--- config.mk ---
export PLATFORM = sky130hd
export DESIGN_NAME = rtp_header_parser_flat
export DESIGN_NICKNAME = d
export VERILOG_FILES = /design/src/sv/rtp_pkg.sv /design/src/sv/rtp_byte_if.sv /design/src/sv/rtp_result_if.sv /design/src/sv/rtp_capture.sv /design/src/sv/rtp_check.sv /design/src/sv/rtp_header_parser.sv /design/src/flat_wrapper.sv
export SDC_FILE = /design/constraint.sdc
export NUM_CORES = 1
export LEC_CHECK = 0
export ABC_AREA = 1
export BUFFER_PORTS_ARGS = -buffer_cell sky130_fd_sc_hd__buf_4
export CAP_MARGIN = 10
export CELL_PAD_IN_SITES_DETAIL_PLACEMENT = 0
export CELL_PAD_IN_SITES_GLOBAL_PLACEMENT = 1
export CORE_MARGIN = 8
export CORE_UTILIZATION = 30
export CTS_CLUSTER_DIAMETER = 60
export CTS_CLUSTER_SIZE = 30
export DETAILED_ROUTE_END_ITERATION = 8
export PLACE_DENSITY_LB_ADDON = 0.1
export SYNTH_ARGS = -nofsm -noshare
export SYNTH_HDL_FRONTEND = slang
export SYNTH_SLANG_ARGS = --single-unit
--- constraint.sdc ---
create_clock -name clk -period 15.9 [get_ports clk]
set_input_delay 3.18 -clock clk [delete_from_list [all_inputs] [get_ports clk]]
set_output_delay 3.18 -clock clk [all_outputs]
set_load 0.005 [all_outputs]
--- src/sv/rtp_pkg.sv ---
`timescale 1ns / 1ps
`default_nettype none

package rtp_pkg;

	// Packet size at which the byte counter stops counting
	localparam logic [15:0] MAX_PACKET_BYTES = 16'd65535;

	localparam logic [15:0] FIXED_HDR_BYTES = 16'd12;

	// Result status codes
	localparam logic [2:0] ST_OK       = 3'd0;
	localparam logic [2:0] ST_SHORT    = 3'd1;
	localparam logic [2:0] ST_VERSION  = 3'd2;
	localparam logic [2:0] ST_PADDING  = 3'd3;
	localparam logic [2:0] ST_CSRC     = 3'd4;
	localparam logic [2:0] ST_EXT_HDR  = 3'd5;
	localparam logic [2:0] ST_EXT_BODY = 3'd6;

	localparam logic [1:0] RTP_VERSION = 2'd2;

	// Header as seen with the current byte already captured
	typedef struct packed {
		logic [15:0] len;
		logic [7:0]  hdr0;
		logic [7:0]  hdr1;
		logic [15:0] seq;
		logic [31:0] stamp;
		logic [31:0] ssrc;
		logic [15:0] ext_words;
		logic [7:0]  last_data;
	} rtp_hdr_t;

	typedef struct packed {
		logic [2:0]  status;
		logic        marker;
		logic [6:0]  payload_type;
		logic [15:0] sequence_number;
		logic [31:0] time_stamp;
		logic [31:0] sync_source;
		logic [3:0]  csrc_count;
		logic [15:0] payload_offset;
		logic [15:0] payload_length;
	} rtp_result_t;

endpackage

`default_nettype wire

--- src/sv/rtp_byte_if.sv ---
`timescale 1ns / 1ps
`default_nettype none

interface rtp_byte_if;
	logic       valid;
	logic       ready;
	logic [7:0] data_byte;
	logic       last_byte;

	modport source (output valid, output data_byte, output last_byte, input ready);
	modport sink (input valid, input data_byte, input last_byte, output ready);
endinterface

`default_nettype wire

--- src/sv/rtp_result_if.sv ---
`timescale 1ns / 1ps
`default_nettype none

interface rtp_result_if;
	logic        valid;
	logic        ready;
	logic [2:0]  status;
	logic        marker;
	logic [6:0]  payload_type;
	logic [15:0] sequence_number;
	logic [31:0] time_stamp;
	logic [31:0] sync_source;
	logic [3:0]  csrc_count;
	logic [15:0] payload_offset;
	logic [15:0] payload_length;

	modport source (
		output valid, output status, output marker, output payload_type,
		output sequence_number, output time_stamp, output sync_source,
		output csrc_count, output payload_offset, output payload_length,
		input ready
	);
	modport sink (
		input valid, input status, input marker, input payload_type,
		input sequence_number, input time_stamp, input sync_source,
		input csrc_count, input payload_offset, input payload_length,
		output ready
	);
endinterface

`default_nettype wire

--- src/sv/rtp_capture.sv ---
`timescale 1ns / 1ps
`default_nettype none

module rtp_capture
	import rtp_pkg::*;
(
	input  wire logic       clk,
	input  wire logic       arst_n,
	input  wire logic       advance,
	input  wire logic [7:0] data,
	input  wire logic       last,
	output rtp_hdr_t        hdr
);

	logic [15:0] cnt_q, cnt_n;
	logic [7:0]  hdr0_q, hdr0_n;
	logic [7:0]  hdr1_q, hdr1_n;
	logic [15:0] seq_q, seq_n;
	logic [31:0] stamp_q, stamp_n;
	logic [31:0] ssrc_q, ssrc_n;
	logic [15:0] ext_q, ext_n;
	logic [15:0] ext_pos;

	// Extension length word sits right after the CSRC list plus the profile word
	assign ext_pos = 16'd14 + {10'd0, hdr0_q[3:0], 2'b00};

	always_comb begin
		hdr0_n  = hdr0_q;
		hdr1_n  = hdr1_q;
		seq_n   = seq_q;
		stamp_n = stamp_q;
		ssrc_n  = ssrc_q;
		ext_n   = ext_q;
		if (cnt_q == 16'd0) begin
			hdr0_n = data;
		end else if (cnt_q == 16'd1) begin
			hdr1_n = data;
		end else if (cnt_q <= 16'd3) begin
			seq_n = {seq_q[7:0], data};
		end else if (cnt_q <= 16'd7) begin
			stamp_n = {stamp_q[23:0], data};
		end else if (cnt_q <= 16'd11) begin
			ssrc_n = {ssrc_q[23:0], data};
		end
		if (cnt_q == ext_pos || cnt_q == ext_pos + 16'd1) begin
			ext_n = {ext_q[7:0], data};
		end
		cnt_n = (cnt_q >= MAX_PACKET_BYTES) ? MAX_PACKET_BYTES : cnt_q + 16'd1;
	end

	assign hdr = '{
		len:       cnt_n,
		hdr0:      hdr0_n,
		hdr1:      hdr1_n,
		seq:       seq_n,
		stamp:     stamp_n,
		ssrc:      ssrc_n,
		ext_words: ext_n,
		last_data: data
	};

	always_ff @(posedge clk or negedge arst_n) begin
		if (!arst_n) begin
			cnt_q   <= '0;
			hdr0_q  <= '0;
			hdr1_q  <= '0;
			seq_q   <= '0;
			stamp_q <= '0;
			ssrc_q  <= '0;
			ext_q   <= '0;
		end else if (advance) begin
			if (last) begin
				cnt_q   <= '0;
				hdr0_q  <= '0;
				hdr1_q  <= '0;
				seq_q   <= '0;
				stamp_q <= '0;
				ssrc_q  <= '0;
				ext_q   <= '0;
			end else begin
				cnt_q   <= cnt_n;
				hdr0_q  <= hdr0_n;
				hdr1_q  <= hdr1_n;
				seq_q   <= seq_n;
				stamp_q <= stamp_n;
				ssrc_q  <= ssrc_n;
				ext_q   <= ext_n;
			end
		end
	end

endmodule

`default_nettype wire

--- src/sv/rtp_check.sv ---
`timescale 1ns / 1ps
`default_nettype none

module rtp_check
	import rtp_pkg::*;
(
	input  wire rtp_hdr_t hdr,
	output rtp_result_t   res
);

	logic        pad_on, ext_on, pad_bad;
	logic [15:0] newsize;
	logic [15:0] base_off;
	logic [16:0] ext_hdr_end;
	logic [18:0] body_end;
	logic [2:0]  status;
	logic [15:0] offset;

	assign pad_on  = hdr.hdr0[5];
	assign ext_on  = hdr.hdr0[4];
	assign pad_bad = pad_on &&
		(({9'd0, hdr.last_data} + 17'd12) > {1'b0, hdr.len});
	assign newsize = pad_on ? hdr.len - {8'd0, hdr.last_data} : hdr.len;

	assign base_off    = FIXED_HDR_BYTES + {10'd0, hdr.hdr0[3:0], 2'b00};
	assign ext_hdr_end = {1'b0, base_off} + 17'd4;
	assign body_end    = {2'b00, ext_hdr_end} + {1'b0, hdr.ext_words, 2'b00};

	always_comb begin
		status = ST_OK;
		offset = base_off;
		priority if (hdr.len < FIXED_HDR_BYTES) begin
			status = ST_SHORT;
		end else if (hdr.hdr0[7:6] != RTP_VERSION) begin
			status = ST_VERSION;
		end else if (pad_bad) begin
			status = ST_PADDING;
		end else if (newsize < base_off) begin
			status = ST_CSRC;
		end else if (ext_on && ({1'b0, newsize} < ext_hdr_end)) begin
			status = ST_EXT_HDR;
		end else if (ext_on && ({3'b000, newsize} < body_end)) begin
			status = ST_EXT_BODY;
		end else if (ext_on) begin
			offset = body_end[15:0];
		end else begin
			offset = base_off;
		end
	end

	always_comb begin
		res = '0;
		res.status = status;
		if (status == ST_OK) begin
			res.marker          = hdr.hdr1[7];
			res.payload_type    = hdr.hdr1[6:0];
			res.sequence_number = hdr.seq;
			res.time_stamp      = hdr.stamp;
			res.sync_source     = hdr.ssrc;
			res.csrc_count      = hdr.hdr0[3:0];
			res.payload_offset  = offset;
			res.payload_length  = newsize - offset;
		end
	end

endmodule

`default_nettype wire

--- src/sv/rtp_header_parser.sv ---
// The last byte passes through the input register (s1) and then the result
// register; the result transaction can happen once the result register holds it.
// Throughput: one byte per cycle outside the stall below; the single-pass check
// logic between the input register and the result register sets this figure.
// Input stalls only while a last byte waits behind an untaken result.
// Reset (arst_n, async, active low) empties both registers and clears header state.
`timescale 1ns / 1ps
`default_nettype none

module rtp_header_parser
	import rtp_pkg::*;
(
	input wire logic   clk,
	input wire logic   arst_n,
	rtp_byte_if.sink   pkt,
	rtp_result_if.source res
);

	// Input register stage
	logic       s1_valid_q;
	logic [7:0] s1_data_q;
	logic       s1_last_q;

	// Result register
	logic        out_valid_q;
	rtp_result_t out_q;

	logic        s1_go;
	logic        out_load;
	rtp_hdr_t    hdr;
	rtp_result_t chk;

	// A byte in s1 moves on unless it is a last byte and the result slot is
	// still held by an untaken transaction.
	assign s1_go    = s1_valid_q && !(s1_last_q && out_valid_q && !res.ready);
	assign out_load = s1_go && s1_last_q;
	assign pkt.ready = !s1_valid_q || s1_go;

	always_ff @(posedge clk or negedge arst_n) begin
		if (!arst_n) begin
			s1_valid_q <= 1'b0;
		end else if (pkt.ready) begin
			s1_valid_q <= pkt.valid;
		end
	end

	always_ff @(posedge clk) begin
		if (pkt.ready && pkt.valid) begin
			s1_data_q <= pkt.data_byte;
			s1_last_q <= pkt.last_byte;
		end
	end

	// Byte counter and header capture; hdr shows the state with s1's byte applied
	rtp_capture u_capture (
		.clk     (clk),
		.arst_n  (arst_n),
		.advance (s1_go),
		.data    (s1_data_q),
		.last    (s1_last_q),
		.hdr     (hdr)
	);

	// Status and payload bounds for a packet ending at s1's byte
	rtp_check u_check (
		.hdr (hdr),
		.res (chk)
	);

	always_ff @(posedge clk or negedge arst_n) begin
		if (!arst_n) begin
			out_valid_q <= 1'b0;
		end else begin
			out_valid_q <= out_load || (out_valid_q && !res.ready);
		end
	end

	always_ff @(posedge clk) begin
		if (out_load) begin
			out_q <= chk;
		end
	end

	assign res.valid           = out_valid_q;
	assign res.status          = out_q.status;
	assign res.marker          = out_q.marker;
	assign res.payload_type    = out_q.payload_type;
	assign res.sequence_number = out_q.sequence_number;
	assign res.time_stamp      = out_q.time_stamp;
	assign res.sync_source     = out_q.sync_source;
	assign res.csrc_count      = out_q.csrc_count;
	assign res.payload_offset  = out_q.payload_offset;
	assign res.payload_length  = out_q.payload_length;

	// A last byte leaving s1 always produces a result
	a_last_gives_result: assert property (@(posedge clk) disable iff (!arst_n)
		out_load |=> res.valid)
		else $error("last byte left s1 without a result");

	// Error results carry zero bounds
	a_error_zero: assert property (@(posedge clk) disable iff (!arst_n)
		(res.valid && res.status != ST_OK) |->
			(res.payload_offset == 16'd0 && res.payload_length == 16'd0))
		else $error("error result with nonzero payload bounds");

	// Status stays within the defined codes
	a_status_range: assert property (@(posedge clk) disable iff (!arst_n)
		res.valid |-> (res.status <= ST_EXT_BODY))
		else $error("undefined status code");

	// Input only stalls behind a pending last byte and a held result
	a_stall_cause: assert property (@(posedge clk) disable iff (!arst_n)
		!pkt.ready |-> (s1_valid_q && s1_last_q && out_valid_q))
		else $error("input stalled without cause");

endmodule

`default_nettype wire

--- src/flat_wrapper.sv ---
// flat-port wrapper written by rule: the top's interface ports become plain ports
module rtp_header_parser_flat import rtp_pkg::*;
  (clk, arst_n, pkt_valid, pkt_data_byte, pkt_last_byte, pkt_ready, res_valid, res_status, res_marker, res_payload_type, res_sequence_number, res_time_stamp, res_sync_source, res_csrc_count, res_payload_offset, res_payload_length, res_ready);
  rtp_byte_if pkt_i ();
  rtp_result_if res_i ();
  input wire logic clk;
  input wire logic arst_n;
  input wire logic [$bits(pkt_i.valid)-1:0] pkt_valid;
  input wire logic [$bits(pkt_i.data_byte)-1:0] pkt_data_byte;
  input wire logic [$bits(pkt_i.last_byte)-1:0] pkt_last_byte;
  output wire logic [$bits(pkt_i.ready)-1:0] pkt_ready;
  output wire logic [$bits(res_i.valid)-1:0] res_valid;
  output wire logic [$bits(res_i.status)-1:0] res_status;
  output wire logic [$bits(res_i.marker)-1:0] res_marker;
  output wire logic [$bits(res_i.payload_type)-1:0] res_payload_type;
  output wire logic [$bits(res_i.sequence_number)-1:0] res_sequence_number;
  output wire logic [$bits(res_i.time_stamp)-1:0] res_time_stamp;
  output wire logic [$bits(res_i.sync_source)-1:0] res_sync_source;
  output wire logic [$bits(res_i.csrc_count)-1:0] res_csrc_count;
  output wire logic [$bits(res_i.payload_offset)-1:0] res_payload_offset;
  output wire logic [$bits(res_i.payload_length)-1:0] res_payload_length;
  input wire logic [$bits(res_i.ready)-1:0] res_ready;
  assign pkt_i.valid = pkt_valid;
  assign pkt_i.data_byte = pkt_data_byte;
  assign pkt_i.last_byte = pkt_last_byte;
  assign pkt_ready = pkt_i.ready;
  assign res_valid = res_i.valid;
  assign res_status = res_i.status;
  assign res_marker = res_i.marker;
  assign res_payload_type = res_i.payload_type;
  assign res_sequence_number = res_i.sequence_number;
  assign res_time_stamp = res_i.time_stamp;
  assign res_sync_source = res_i.sync_source;
  assign res_csrc_count = res_i.csrc_count;
  assign res_payload_offset = res_i.payload_offset;
  assign res_payload_length = res_i.payload_length;
  assign res_i.ready = res_ready;
  rtp_header_parser u_core (.clk(clk), .arst_n(arst_n), .pkt(pkt_i), .res(res_i));
endmodule
==> qor.yml <==
cts:
  cts_tree: "yes"
  clock-root-buffer: "clkbuf_16"
  cts.clk_slew.worst_paths_ps: 70
  htreeDepth: 1
  insertion_delay_ps: 610
  cts.sinks: 264
  cts_hold_buffers: 0
  cts_buffer_depth: 3
  cts_setup_buffers: 0
  cts_inserted_buffers: 30
  ctsResizeCount: 0
layout:
  synthToLayoutAreaGrowth_pct: 17.99
  fin_nets: 1864
  drive_gt1_share_pct: 19.16
  n_fill_cell: 5164
  antennaDiodeCount: 0
  multiInputGateArea_mm2: 0.006238
  ff_latch_area_mm2: 0.007277
sta:
  whs_ps: 539.0
  skew_ps: 35.24
  fin_crit_ps: 7861
  setup_tns_ps: 0
  hold_viol: 0
  drv_slew: 0
  final-setup-viol-count: 0
  tightest_slew_ps: 1044
  post-route-period-util_pct: 49.44
  fmaxAchievable_ghz: 0.1272
  maxSlewHeadroom_pct: 29.64
  rsz0062_at_grt: "no"
die:
  coreArea_mm2: 0.04986
  io_pins: 142
  die_area_mm2: 0.05756
  rows: 82
  dieHeight_um: 239.9
  dieWidth_um: 239.9
  start_util_pct: 30.16
routing:
  route.detailed.drc: 0
  drt-wirelength-per-cell_um: 17.48
  routed_via_density: 4.579
  drt_iter0_drc: 587
  drt_wl_total_um: 43320
  dr.pass1.iters: 5
  final_antenna_net_count: 0
  route.vias.total: 11350
flow_run:
  drv_cap: 0
synth:
  post-synth-top-count-cell: "inv_1"
  syn_inst: 1664
  synth-edff-count: 134
  synth_flop_cell: "edfxtp_1"
  yosys.area.top_type_share_pct: 26.75
  yosysWarnings: 0
  async_reset_ff_share_pct: 49.24
  synthesis.area_mm2: 0.01504
  syn_avg_cell_area_um2: 9.039
  yosysUniqueCellTypes: 48
  netlist_top_cells_count: "inv_1, nand2_1, edfxtp_1"
  synth_area_leader_cell: "edfxtp_1"
  yosys-top-cells-area: "edfxtp_1, dfrtp_1, inv_1"
  ys_seq_area_share_pct: 48.38
  ys_ff_latch: 264
global_route:
  grtUsageTotal_pct: 15.13
  grt_pass1_vias: 11750
  grt_max_degree: 78
  antenna_found_initial: 0
  grt_pass1_wl_um: 69030
  grt_overflow_total: 0
worst_setup_path:
  crit_path_end_kind: "register"
  startpoint_type: "register"
  worst_path_most_repeated_cell: "nand2_1"
  cp_max_fo: 18
  slowest_stage: "o21ai_1"
  worst-setup-path-type: "register to register"
  worstPathArrival_ps: 8170
  crit_required_ps: 16210
  crit_path_max_incr_delay_ps: 580
run_status:
  status: "finished, final reports clean"
placement:
  gp_congestion: 0.8502
  dp_hpwl_um: 30950
  port_buffers: 139
power_and_ir_drop:
  cellPowerDensity_mw_per_mm2: 137.1
  pwr-share-seq_pct: 32.5
  ir_worst_vdd_uv: 76.90
  netSwitchingPower_uw: 960.2
  clock_power_share_pct: 30.8
  p_leak_uw: 0.007561
  p_int_uw: 1473
  comb_power_share_pct: 36.8
  swShare_pct: 39.46
worst_hold_path:
  hp-class: "register to register"
==> cell type report <==
class                           instances  area share (%)
Sequential cell                       264           41.01
Multi-Input combinational cell       1030           35.15
Inverter                              305           6.487
Timing Repair Buffer                  151           6.480
Tap cell                              672           4.738
Clock buffer                           31           4.252
Clock inverter                         25           1.883
==> power groups by stage <==
stage	Sequential, uW	Combinational, uW	Clock (uW)
after floorplan	800	638	0
after global placement	803	906	0
after detailed placement	805	904	0
after CTS	790	908	776
after global routing	795	1030	807
final	790	895	748
==> routing by layer <==
metal	global-route usage, %	wire (um)
met1	19.96	19800
met2	26.08	21180
met3	2.223	1559
met4	3.364	772
met5	0	0
==> state kept, by name, indices dropped and copies added (netlist names) <==
name,flops
u_core.res.payload_type,7
u_core.s1_valid_q,1
u_core.u_capture.cnt_q,16
u_core.res.status,3
u_core.u_capture.hdr0_q,8
u_core.res.csrc_count,4
u_core.res.valid,1
u_core.u_capture.stamp_q,32
u_core.u_capture.ssrc_q,32
u_core.u_capture.ext_q,16
u_core.res.sequence_number,16
u_core.res.time_stamp,32
u_core.res.payload_offset,14
u_core.u_capture.seq_q,16
u_core.res.sync_source,32
u_core.res.marker,1
u_core.s1_data_q,8
u_core.s1_last_q,1
u_core.res.payload_length,16
u_core.u_capture.hdr1_q,8
==> cell usage in the layout (no fill, tap or decap), drive strengths merged, types with 28 or more instances in the layout <==
master    n
edfxtp  134
buf     151
xor2     28
o22ai   127
nand3    60
a21oi    41
o21ai   124
inv     311
nand2   295
ha       66
clkbuf   31
dfrtp   130
nor2    212
==> metrics by stage <==
step                power [uW]  utilization [%]  cells  setup slack (ps)  area (um^2)
floorplan                 1438                -   1665              9082        15040
global placement          1710            33.41   2422              8149        16660
detailed placement        1708            33.41   2422              8011        16660
CTS                       2474            35.59   2478              7958        17750
global route              2630            35.59   2478              7155        17750
finish                    2433            35.59   2478              8039        17750
==> final timing paths <==
kind	end	slack, ps	startpoint	cells after the start
max	u_core.res.payload_length[13]	8040	u_core.u_capture.cnt_q[0]	45
max reg2reg	u_core.res.payload_length[13]	8040	u_core.u_capture.cnt_q[0]	45
min	u_core.u_capture.ssrc_q[25]	540	u_core.u_capture.ssrc_q[25]	2
min reg2reg	u_core.u_capture.ssrc_q[25]	540	u_core.u_capture.ssrc_q[25]	2
max in group asynchronous	u_core.u_capture.cnt_q[9]	11870	arst_n	2
min in group asynchronous	u_core.u_capture.ext_q[7]	2600	arst_n	1
==> worst max-delay path, delay by kind of cell, from the launching register on <==
family                     cells  cell delay (ps)
buffers and inverters          6              640
and+or+nand+nor               23             2720
AOI/OAI and AO/OA              9             1990
DFF                            1              420
adders and majority gates      4             1190
xor gates and xnor gates       3              590
==> logic make-up (layout without fill, tap and decap cells) <==
| kind of cell | after synthesis | in the layout | share of synthesized area, % |
|---|---|---|---|
| xor gates and xnor gates | 40 | 40 | 2.329 |
| other | 1 | 2 | 0.02493 |
| adders and majority gates | 69 | 69 | 5.890 |
| and+or+nand+nor | 605 | 605 | 21.04 |
| buffers and inverters | 371 | 512 | 10.33 |
| DFF | 264 | 264 | 48.38 |
| AOI/OAI and AO/OA | 314 | 314 | 12.00 |
Note: power is estimated with default switching activity, not from simulation.
